[src/rtl/ffda_pkg.sv]
`timescale 1ns / 1ps
// ----------------------------------------------------------------------------
// ffda_pkg
// Shared widths, command and status codes, and the control/status bundles
// that join the controller and the datapath of the flux accumulator.
// ----------------------------------------------------------------------------
package ffda_pkg;

	localparam int MAX_CELLS_DEF = 1024;
	localparam int SUM_BITS_DEF  = 40;

	localparam int CMD_W      = 3;
	localparam int CELL_W     = 10;
	localparam int FLUX_W     = 32;
	localparam int OUT_W      = 40;
	localparam int STAT_W     = 2;
	localparam int CFG_W      = 11;
	localparam int APB_ADDR_W = 3;
	localparam int APB_DATA_W = 32;
	localparam int CELL_SPAN  = 1 << CELL_W;

	localparam logic [CMD_W-1:0] CMD_CLR_ALL   = 3'd0;
	localparam logic [CMD_W-1:0] CMD_CLR_GHOST = 3'd1;
	localparam logic [CMD_W-1:0] CMD_INTERIOR  = 3'd2;
	localparam logic [CMD_W-1:0] CMD_BOUNDARY  = 3'd3;
	localparam logic [CMD_W-1:0] CMD_READ      = 3'd4;

	localparam logic [STAT_W-1:0] STAT_OK    = 2'd0;
	localparam logic [STAT_W-1:0] STAT_RANGE = 2'd1;
	localparam logic [STAT_W-1:0] STAT_SAT   = 2'd2;

	localparam logic REG_REAL_CELLS  = 1'b0;
	localparam logic REG_TOTAL_CELLS = 1'b1;

	typedef struct packed {
		logic latch;      // capture the accepted beat
		logic clr_step;   // zero one entry of the sweep
		logic wr_a;       // write back cell_a, flux added
		logic wr_b;       // write back cell_b, flux subtracted
		logic rd_b;       // read port addresses cell_b
		logic rd_capture; // clamp and keep the read sum
		logic out_load;   // move the result into the output register
	} ffda_ctl_t;

	typedef struct packed {
		logic a_oor;
		logic b_oor;
		logic clr_empty;
		logic clr_last;
	} ffda_sts_t;

endpackage

[src/rtl/ffda_ctrl.sv]
`timescale 1ns / 1ps
// ----------------------------------------------------------------------------
// ffda_ctrl
// Sequencer: reset clearing pass, command dispatch, read-modify-write steps
// and the hand-off of each result into the output register.
// ----------------------------------------------------------------------------
module ffda_ctrl
	import ffda_pkg::*;
(
	input  logic             clk,
	input  logic             arst_n,
	input  logic             s_valid,
	input  logic [CMD_W-1:0] command,
	output logic             s_ready,
	output logic             m_valid,
	input  logic             m_ready,
	input  ffda_sts_t        sts,
	output ffda_ctl_t        ctl
);

	typedef enum logic [2:0] {
		ST_INIT,
		ST_IDLE,
		ST_CLEAR,
		ST_WR_A,
		ST_WR_B,
		ST_READ,
		ST_FIN
	} state_t;

	state_t state_q;
	state_t state_d;
	state_t disp_state;
	logic   m_valid_q;
	logic   interior_q;
	logic   out_free;
	logic   accept_ok;
	logic   accept;

	always_comb begin
		out_free  = !m_valid_q || m_ready;
		accept_ok = (state_q == ST_IDLE) || ((state_q == ST_FIN) && out_free);
		accept    = s_valid && accept_ok;

		case (command)
			CMD_CLR_ALL, CMD_CLR_GHOST: begin
				disp_state = sts.clr_empty ? ST_FIN : ST_CLEAR;
			end
			CMD_INTERIOR: begin
				disp_state = (sts.a_oor || sts.b_oor) ? ST_FIN : ST_WR_A;
			end
			CMD_BOUNDARY: begin
				disp_state = sts.a_oor ? ST_FIN : ST_WR_A;
			end
			CMD_READ: begin
				disp_state = sts.a_oor ? ST_FIN : ST_READ;
			end
			default: begin
				disp_state = ST_FIN;
			end
		endcase

		ctl       = '0;
		ctl.latch = accept;
		state_d   = state_q;
		case (state_q)
			ST_INIT: begin
				ctl.clr_step = 1'b1;
				if (sts.clr_last) state_d = ST_IDLE;
			end
			ST_IDLE: begin
				if (accept) state_d = disp_state;
			end
			ST_CLEAR: begin
				ctl.clr_step = 1'b1;
				if (sts.clr_last) state_d = ST_FIN;
			end
			ST_WR_A: begin
				ctl.wr_a = 1'b1;
				ctl.rd_b = 1'b1;
				state_d  = interior_q ? ST_WR_B : ST_FIN;
			end
			ST_WR_B: begin
				ctl.wr_b = 1'b1;
				state_d  = ST_FIN;
			end
			ST_READ: begin
				ctl.rd_capture = 1'b1;
				state_d        = ST_FIN;
			end
			ST_FIN: begin
				// result leaves while the next beat may already be taken
				if (out_free) begin
					ctl.out_load = 1'b1;
					state_d      = accept ? disp_state : ST_IDLE;
				end
			end
			default: begin
				state_d = ST_IDLE;
			end
		endcase
	end

	always_ff @(posedge clk or negedge arst_n) begin
		if (!arst_n) begin
			state_q    <= ST_INIT;
			m_valid_q  <= 1'b0;
			interior_q <= 1'b0;
		end else begin
			state_q <= state_d;
			if (ctl.out_load) begin
				m_valid_q <= 1'b1;
			end else if (m_ready) begin
				m_valid_q <= 1'b0;
			end
			if (accept) interior_q <= (command == CMD_INTERIOR);
		end
	end

	assign s_ready = accept_ok;
	assign m_valid = m_valid_q;

endmodule

[config.mk]
export PLATFORM = sky130hd
export DESIGN_NAME = ffda_ctrl
export DESIGN_NICKNAME = d
export VERILOG_FILES = /design/src/rtl/ffda_pkg.sv /design/src/rtl/ffda_ctrl.sv
export SDC_FILE = /design/constraint.sdc
export NUM_CORES = 1
export LEC_CHECK = 0
export BUFFER_PORTS_ARGS = -buffer_cell sky130_fd_sc_hd__buf_4
export CAP_MARGIN = 20
export CORE_AREA = 2 2 39 41
export DETAILED_ROUTE_END_ITERATION = 10
export DIE_AREA = 0 0 41 43
export PLACE_DENSITY = 0.67
export SLEW_MARGIN = 10
export SYNTH_ARGS = -nofsm -noshare
export SYNTH_HDL_FRONTEND = slang
export SYNTH_SLANG_ARGS = --single-unit
[constraint.sdc]
create_clock -name clk -period 1.5 [get_ports clk]
set_input_delay 0.15 -clock clk [delete_from_list [all_inputs] [get_ports clk]]
set_output_delay 0.15 -clock clk [all_outputs]
set_load 0.02 [all_outputs]
# == Word-level counts from Yosys, hierarchy flattened ==
# Cells that the tools add are included.
# op_classes
n_eq_ne,14
muxes,20
n_reduce_logical,13
# op_table
cell,n
$mux 3,8
$pmux 3 s6,1
$eq 3x2->1 const B,4
$eq 3x3->1 const B,4
$pmux 3 s4,1
$mux 1,8
$ne 2x2->1 const B,4
$eq 3x1->1 const B,2
$logic_not 3->1,2
$reduce_or 2->1,3
$mux 2,2
$reduce_and 4->1,1
$logic_or 1x1->1,3
$logic_and 1x1->1,2
$reduce_bool 2->1,1
$logic_not 1->1,1
# word_totals
register_bits,5
inputBits,11
output_inout_bits,9
wordCells,50

# == Depth between registers and ports, before layout ==
# Gate-level depths: netlist of run 1.
# depth
ltp_word,8
ltp_mapped,5
depth_no_buf,4

# == Worst setup path after synthesis of run 1 ==
# OpenSTA, ideal clock, no wires.
# synth_path
kind,reg2out
startpoint,reg state_q[1]
endpoint,out ctl[4] (netlist name)
t_arrival_ns,1.535
t_required_ns,1.350
path_slack_ns,-0.185
path_stages_with_launch,4
path_buffers,2
path_cell_list,dfrtp_1 > clkbuf_1 > nor3b_1 > buf_4
# synth_rtl
element,line_no,text
start: declaration,ffda_ctrl.sv:31,state_t state_q;
start signal: assignment,ffda_ctrl.sv:110,state_q <= state_d;
end: declaration,ffda_ctrl.sv:18,output ffda_ctl_t ctl

==> flow_summary_export.csv, run 1 <==
group,metric,value,unit
routing,drtAntennaViolNets,0,
routing,vias,554,
clock_tree,clk_pin_slew,0.04,ns
timing,max_freq,678.9,MHz
synth,synth_common_cells,"nor2_1 (9), dfrtp_1 (5), nand2_1 (4)",
clock_tree,htree_levels,1,
synth,synth_most_common_cell,"nor2_1",
worst_setup_path,worst_ep_required_time,1.35,ns
clock_tree,numCtsBuffers,3,
place,dp.cells,94,
timing,max-slew-margin-rel,77.28,%
place,dp_hpwl,839.5,microns
layout,syn_to_final_growth,65.31,%
routing,firstDrtPassIters,4,
timing,report.final.slew_viol_count,0,
global_routing,grt_pass1_wl,1718,microns
power_and_ir_drop,p_sw_share,42.34,%
synth,synthTopCellsByArea,"dfrtp_1 (27%), nor2_1 (7.3%), nor3b_2 (5.4%)",
layout,n_antenna_cell,0,
power_and_ir_drop,ir_worst_vdd,0.8940,mV
worst_setup_path,cpMaxStageDelayCell,"dfrtp_2",
synth,synth-seq-area-share,27.10,%
worst_setup_path,crit_chain,"and3b_1, a21o_1, and2_4, buf_6",
global_routing,grt_usage,14.27,%
floorplan,row_count,14,
clock_tree,insertion_delay,0.24,ns
layout,stdcell_count,105,
timing,tns,0,ns
timing,finalSetupViolCount,0,
routing,post_drt_wl_per_cell,11.32,microns
synth,ys_ff_latch,5,
synth,syn-mean-instance-area,7.695,sq um
power_and_ir_drop,power.share.sequential,17.9,%
synth,synth_top_area_share,27.10,%
floorplan,coreArea,1384,sq um
synth,ys.flop_type,"dfrtp_1",
synth,ys_types,28,
synth,synth_largest_area_cell,"dfrtp_1",
floorplan,die_area,1763,sq um
global_routing,grt-ovfl-total,0,
layout,finish.instance_area,763.2,sq um
worst_setup_path,critical-path-top-delay-family,"flip-flops",
global_routing,grt_max_degree,11,
power_and_ir_drop,powerDensity,1914,nW/um^2
worst_setup_path,path_class,"flop to output pin",
place,pre_cts_ws,0.1554,ns
global_routing,antenna_found_initial,0,
timing,whs,0.2260,ns
synth,synthCells,60,
power_and_ir_drop,cellLeakagePower,0.3573,nW
timing,hold_viol,0,
floorplan,start_util,33.36,%
layout,final_nets,101,
place,portBuffers,19,
power_and_ir_drop,internal_power,0.0008424,W
clock_tree,clock_sinks,5,
place,post_dp_cell_area,625.6,sq um
timing,worst_slew_pin_slew,0.3388,ns
layout,drive_gt1_share,47.19,%
synth,yosys_warnings,0,
clock_tree,root_buffer,"clkbuf_4",
routing,drc,0,
synth,synth_edf_count,0,
worst_setup_path,cp_max_fo,4,
run_status,status,"complete, no violations",
worst_setup_path,cp-end-kind,"output pin",
clock_tree,cts_max_path_buffers,2,
worst_setup_path,max_stage_delay,0.43,ns
timing,fin_crit,1.473,ns
worst_setup_path,path_buf_inv,1,
timing,rsz0062_at_grt,"yes",
timing,finalWorstSetupSlack,0.02708,ns
floorplan,io_pins,20,
timing,fin_crit_sh,98.19,%
global_routing,grt_pass1_vias,437,
worst_setup_path,crit_path_start_kind,"flop",
synth,syn-num-nets,71,
place,place_congestion,0.7118,
synth,netlist_area,461.7,sq um
clock_tree,cts_tree,"built",
routing,routed_wl,1189,microns
timing,skew,0.002716,ns
synth,async_flop_share,100.0,%
power_and_ir_drop,p_sw,0.0006187,W
worst_setup_path,regToRegSetupSlack,0.12,ns
power_and_ir_drop,p_clk_share,10.3,%
routing,drtIter0Drc,13,
worst_setup_path,arrival,1.32,ns
floorplan,die_x,41,microns
floorplan,die_h,43,microns
worst_hold_path,min_path_type,"primary input to flop",
power_and_ir_drop,share_comb_of_total_power,71.8,%
run,drv_cap,0,
routing,viasPerCell,5.276,
registers in the layout, indices dropped and copies added (netlist names):
signal      count
state_q         3
interior_q      1
m_valid         1
worst reg2reg max path, delay by kind of cell, from the launching register on:
kind            cells  cell delay [ns]
flops               1             0.43
buf+inv             1             0.13
compound gates      2             0.43
simple gates        2             0.25
cells in the final DEF, fill, tap and decap left out, types with 3 or more instances in the layout:
| cell type | instances |
|---|---|
| buf_4 | 22 |
| nor2_1 | 9 |
| buf_6 | 7 |
| nand2_1 | 4 |
| nand2b_1 | 3 |
| a31oi_1 | 3 |
| a21oi_1 | 3 |
| o21ai_0 | 3 |
| clkbuf_4 | 3 |
| dfrtp_1 | 3 |
routing by layer:
metal | GRT usage (%) | routed length (microns) | part of all wire [%] | vias to the layer above
met3 | 3.141 | 78 | 6.6 | 0
met5 | 0 | 0 | 0 | -
met4 | 8.000 | 0 | 0 | 0
met1 | 19.14 | 497 | 42 | 265
li1 | - | - | - | 272
met2 | 20.31 | 613 | 52 | 17
layout make-up:
class | count | area [sq um]
flip-flops and latches | 5 | 127.6
multi-input cells | 47 | 320.3
inverters | 3 | 15.01
well taps | 16 | 20.02
repair buffers | 30 | 254.0
clock buffers | 4 | 26.28
fillers | 134 | 620.6
stage by stage:
| stage | util, % | power, W |
|---|---|---|
| floorplan | - | 0.0008065 |
| global placement | 45.21 | 0.001057 |
| detailed placement | 45.21 | 0.001064 |
| CTS | 49.55 | 0.001269 |
| global route | 55.15 | 0.001577 |
| finish | 55.15 | 0.001461 |
logic make-up after synthesis:
logic type	synth area share (%)
flops	27.10
simple gates	37.13
buf+inv	9.755
compound gates	26.02
final timing paths:
path / start / endpoint / cells past startpoint
max in group asynchronous: arst_n / state_q[2] / 2
worst min-delay path: command[1] / interior_q / 3
worst min register to register: interior_q / interior_q / 2
min in group asynchronous: arst_n / interior_q / 2
worst max register to register: state_q[2] / state_q[1] / 5
worst max-delay path: state_q[2] / ctl[6] / 4
power groups by stage:
stage / clock (W) / sequential [W] / combinational (W)
2_1_floorplan: 0 / 0.000254 / 0.000552
3_3_place_gp: 0 / 0.000255 / 0.000802
3_5_place_dp: 0 / 0.000255 / 0.000808
4_1_cts: 0.000158 / 0.000246 / 0.000865
5_1_grt: 0.000171 / 0.000273 / 0.00113
6_report: 0.000150 / 0.000262 / 0.00105
repair_timing:
action | 4_1_cts | 5_1_grt
buffers inserted | 3 | 4
gates resized for setup | 1 | 14
hold buffers | 1 | 0
endpoints found under the setup margin | 1 | 6
pin swaps | 2 | 7
hold endpoints to repair | 5 | 0
(Power assumes the default switching activity.)
==> run 2, diff against run 1 <==
--- a/config.mk
+++ b/config.mk
@@ -5,12 +5,12 @@
 export SDC_FILE = /design/constraint.sdc
 export NUM_CORES = 1
 export LEC_CHECK = 0
-export BUFFER_PORTS_ARGS = -buffer_cell sky130_fd_sc_hd__buf_4
+export BUFFER_PORTS_ARGS = -buffer_cell sky130_fd_sc_hd__buf_2
 export CAP_MARGIN = 20
 export CORE_AREA = 2 2 39 41
 export DETAILED_ROUTE_END_ITERATION = 10
 export DIE_AREA = 0 0 41 43
-export PLACE_DENSITY = 0.67
+export PLACE_DENSITY = 0.7
 export SLEW_MARGIN = 10
 export SYNTH_ARGS = -nofsm -noshare
 export SYNTH_HDL_FRONTEND = slang
==> constraint.sdc (replaced) <==
create_clock -name clk -period 1.25 [get_ports clk]
set_input_delay 0.125 -clock clk [delete_from_list [all_inputs] [get_ports clk]]
set_output_delay 0.125 -clock clk [all_outputs]
set_load 0.02 [all_outputs]
==> flow_summary_export.csv, run 2 (synthesized netlist as in run 1, its figures left out) <==
group,metric,value,unit
run_status,status,"finished with violations",
run_status,failed_checks,"negative setup slack",
power_and_ir_drop,cellLeakagePower,0.3717,nW
floorplan,coreArea,1384,sq um
timing,hold_viol,0,
power_and_ir_drop,ir_worst_vdd,0.9887,mV
routing,routed_wl,1162,microns
worst_setup_path,r2r-start,"state_q[0]",
timing,finalSetupViolCount,10,
timing,tns,-0.9383,ns
timing,worst_slew_pin_slew,0.3946,ns
layout,drive_gt1_share,50.00,%
timing,whs,0.2134,ns
floorplan,die_area,1763,sq um
clock_tree,clock_sinks,5,
timing,finalWorstSetupSlack,-0.1765,ns
routing,vias,538,
layout,finish.instance_area,765.7,sq um
run,drv_cap,0,
floorplan,die_x,41,microns
layout,largest_register,"state_q",
clock_tree,cts_max_path_buffers,2,
layout,final_util,55.33,%
global_routing,antenna_found_initial,0,
timing,report.final.slew_viol_count,0,
routing,drtAntennaViolNets,0,
clock_tree,clk_pin_slew,0.04,ns
clock_tree,insertion_delay,0.23,ns
worst_setup_path,reg2reg_depth,5,
worst_setup_path,timing.rr.end,"state_q[1]",
worst_setup_path,cp_max_fo,5,
floorplan,die_h,43,microns
routing,drc,0,
timing,fin_crit_sh,114.1,%
floorplan,start_util,33.36,%
routing,post_drt_wl_per_cell,10.76,microns
layout,most-common-layout-cells,"buf_2 (12), buf_4 (12), nor2_1 (8), buf_6 (8), dfrtp_1 (5)",
place,dp_hpwl,904.3,microns
layout,n_antenna_cell,0,
routing,drtIter0Drc,5,
global_routing,grt-ovfl-total,0,
worst_setup_path,worst_ep_required_time,1.12,ns
timing,rsz0062_at_grt,"yes",
clock_tree,cts_tree,"built",
layout,largest_register_ffs,3,
timing,max_freq,701.0,MHz
timing,fin_crit,1.426,ns
layout,fill_cells,129,
clock_tree,numCtsBuffers,3,
global_routing,grt_pass1_vias,494,
worst_setup_path,regToRegSetupSlack,-0.09,ns
timing,max-slew-margin-rel,73.54,%
worst_setup_path,cp-startpoint,"state_q[2]",
floorplan,io_pins,20,
place,place_congestion,0.7233,
worst_setup_path,crit_path_start_kind,"flop",
routing,viasPerCell,4.981,
worst_hold_path,min_from,"command[1]",
worst_setup_path,crit_end,"ctl[6]",
power_and_ir_drop,total_power,0.001818,W
worst_setup_path,arrival,1.30,ns
worst_setup_path,path_class,"flop to output pin",
routing,firstDrtPassIters,4,
clock_tree,htree_levels,1,
place,post_dp_cell_area,614.3,sq um
global_routing,grt_pass1_wl,1897,microns
worst_hold_path,min_path_type,"primary input to flop",
place,portBuffers,19,
timing,skew,0.0001019,ns
worst_setup_path,cp-end-kind,"output pin",
power_and_ir_drop,powerDensity,2374,nW/um^2
floorplan,row_count,14,
global_routing,grt_usage,15.45,%
layout,syn_to_final_growth,65.85,%
global_routing,grt_max_degree,11,
clock_tree,root_buffer,"clkbuf_4",
layout,final_nets,104,
[run 2: cell count changes in the layout (fill, tap and decap cells not counted), sizes merged]
| cell | delta |
|---|---|
| clkinvlp | -1 |
| inv | +1 |
| buf | +3 |
[run 2: timing repair]
item	4_1_cts	5_1_grt
endpoints found under the setup margin	9	12
gates resized for setup	17	6
pin swaps	5	3
buffers inserted	6	0
hold buffers	1	0
endpoints found under the hold margin	5	0
[run 2: final cells by class]
class / count / area, sq um / area share [%]
repair buffers: 33 / 250.2 / 32.68
well taps: 16 / 20.02 / 2.614
clock buffers: 4 / 26.28 / 3.431
multi-input cells: 47 / 330.3 / 43.14
inverters: 3 / 13.76 / 1.797
flip-flops and latches: 5 / 125.1 / 16.34
[run 2: worst max-delay path, cell delays in order, from the launching register on]
cell and delay, ns:
dfrtp_1 0.42, and3b_1 0.21, a21o_1 0.17, and2_4 0.14, buf_6 0.12
[run 2: power breakdown]
| part | leakage, nW | internal [W] | total (W) | switching [W] |
|---|---|---|---|---|
| Clock | 0.0150 | 0.000120 | 0.000178 | 0.0000581 |
| Sequential | 0.0645 | 0.000233 | 0.000306 | 0.0000730 |
| Combinational | 0.292 | 0.000695 | 0.00133 | 0.000638 |
[run 2: worst min path at each step]
stage / slack [ns] / depth (start not counted) / to
after detailed placement: -0.06 / 1 / m_valid
after global placement: -0.06 / 1 / m_valid
final: 0.21 / 3 / interior_q
after floorplan: -0.17 / 0 / interior_q
after CTS: 0.19 / 3 / interior_q
after global routing: 0.22 / 2 / m_valid
[run 2: per-stage QoR]
stage               instances  setup WS (ns)
finish                    108        -0.1765
global route              108        -0.2470
global placement           97       0.007308
detailed placement         97       -0.02293
CTS                       108        -0.1986
floorplan                  60        -0.1209
[run 2: metal layers]
metal  vias up  global-route usage [%]  wire [microns]
li1        278                       -               -
met1       252                   20.33             499
met2         8                   24.69             629
met3         0                   1.571              34
met4         0                   6.000               0
met5         -                       0               0
==> run 3, diff against run 2 <==
--- a/config.mk
+++ b/config.mk
@@ -8,6 +8,7 @@
 export BUFFER_PORTS_ARGS = -buffer_cell sky130_fd_sc_hd__buf_2
 export CAP_MARGIN = 20
 export CORE_AREA = 2 2 39 41
+export CTS_BUF_LIST = sky130_fd_sc_hd__clkbuf_4 sky130_fd_sc_hd__clkbuf_8
 export DETAILED_ROUTE_END_ITERATION = 10
 export DIE_AREA = 0 0 41 43
 export PLACE_DENSITY = 0.7
==> flow_summary_export.csv, run 3 (synthesized netlist as in run 1, its figures left out) <==
group,metric,value,unit
run_status,status,"finished with violations",
run_status,failed_checks,"negative setup slack",
timing,worst_slew_pin_slew,0.3946,ns
clock_tree,cts_tree,"built",
worst_setup_path,path_class,"flop to output pin",
routing,firstDrtPassIters,4,
timing,max_freq,700.9,MHz
worst_setup_path,cp-end-kind,"output pin",
routing,viasPerCell,4.981,
floorplan,die_area,1763,sq um
timing,fin_crit_sh,114.1,%
layout,largest_register_ffs,3,
timing,hold_viol,0,
timing,finalWorstSetupSlack,-0.1768,ns
place,portBuffers,19,
clock_tree,insertion_delay,0.23,ns
routing,routed_wl,1165,microns
floorplan,die_h,43,microns
global_routing,grt_pass1_vias,495,
place,dp_hpwl,904.3,microns
timing,report.final.slew_viol_count,0,
worst_setup_path,cp_max_fo,5,
layout,final_nets,104,
timing,fin_crit,1.427,ns
clock_tree,htree_levels,1,
timing,tns,-0.9717,ns
run,drv_cap,0,
timing,skew,0.0002944,ns
clock_tree,clk_pin_slew,0.04,ns
place,pre_cts_ws,-0.02293,ns
floorplan,coreArea,1384,sq um
timing,finalSetupViolCount,10,
floorplan,start_util,33.36,%
power_and_ir_drop,cellLeakagePower,0.3751,nW
power_and_ir_drop,ir_worst_vdd,0.9919,mV
layout,finish.instance_area,769.5,sq um
global_routing,grt_usage,15.56,%
layout,fill_cells,130,
floorplan,die_x,41,microns
global_routing,grt_pass1_wl,1911,microns
timing,rsz0062_at_grt,"yes",
power_and_ir_drop,powerDensity,2386,nW/um^2
layout,drive_gt1_share,51.09,%
place,post_dp_cell_area,614.3,sq um
clock_tree,numCtsBuffers,3,
global_routing,grt-ovfl-total,0,
worst_setup_path,arrival,1.30,ns
clock_tree,cts_max_path_buffers,2,
routing,drc,0,
routing,drtIter0Drc,7,
floorplan,io_pins,20,
worst_setup_path,crit_path_start_kind,"flop",
routing,post_drt_wl_per_cell,10.79,microns
layout,most-common-layout-cells,"buf_2 (12), buf_4 (12), nor2_1 (8), buf_6 (8), dfrtp_1 (5)",
worst_hold_path,min_path_type,"primary input to flop",
floorplan,row_count,14,
clock_tree,clock_sinks,5,
layout,n_antenna_cell,0,
layout,syn_to_final_growth,66.67,%
global_routing,antenna_found_initial,0,
global_routing,grt_max_degree,11,
clock_tree,root_buffer,"clkbuf_4",
worst_setup_path,worst_ep_required_time,1.12,ns
layout,largest_register,"state_q",
timing,max-slew-margin-rel,73.54,%
routing,drtAntennaViolNets,0,
layout,final_util,55.61,%
place,place_congestion,0.7233,
routing,vias,538,
## run 3: cell counts in the layout (fill, tap and decap cells not counted)
Identical to the previous run, type by type.
## run 3: through the flow
stage | hold slack, ns | instances | power, W
floorplan | -0.1706 | 60 | 0.001013
global placement | -0.05688 | 97 | 0.001284
detailed placement | -0.05911 | 97 | 0.001308
CTS | 0.1912 | 108 | 0.001776
global route | 0.2135 | 108 | 0.001991
finish | 0.2129 | 108 | 0.001836
## run 3: critical path, stage by stage, from the launching register on
cell and delay (ns):
dfrtp_1 0.42, and3b_1 0.21, a21o_1 0.17, and2_4 0.14, buf_6 0.12
## run 3: path summary, 6_finish.rpt
path                            startpoint         end  slack [ns]  cells past startpoint
worst min register to register  interior_q  interior_q        0.54                      2
worst min-delay path            command[1]  interior_q        0.21                      3
min in group asynchronous           arst_n  state_q[0]        0.23                      2
worst max register to register  state_q[0]  state_q[1]       -0.09                      5
worst max-delay path            state_q[2]      ctl[6]       -0.18                      4
max in group asynchronous           arst_n  state_q[1]        0.90                      2
## run 3: final cells by class
class                      instances  area [sq um]  area share, %
tap                               16         20.02          2.602
sequential                         5         125.1          16.26
multi-input combinational         47         330.3          42.93
timing repair buffer              33         250.2          32.52
inverter                           3         13.76          1.789
clock buffer                       4         30.03          3.902
## run 3: layer usage
metal	GRT usage [%]	share of wire, %
met1	20.33	43
met2	25.00	54
met3	1.571	2.9
met4	6.000	0
met5	0	0
## run 3: what timing repair did
item | in CTS | in global routing
pin swaps | 5 | 3
hold buffers | 1 | 0
setup buffers | 6 | 0
endpoints found under the hold margin | 5 | 0
gates resized for setup | 17 | 5
endpoints found under the setup margin | 9 | 12
## run 3: report_power, final
part	leakage (nW)	total [W]	switching, W	internal [W]
Sequential	0.0645	0.000306	0.0000730	0.000233
Combinational	0.292	0.00133	0.000636	0.000693
Clock	0.0184	0.000200	0.0000585	0.000142
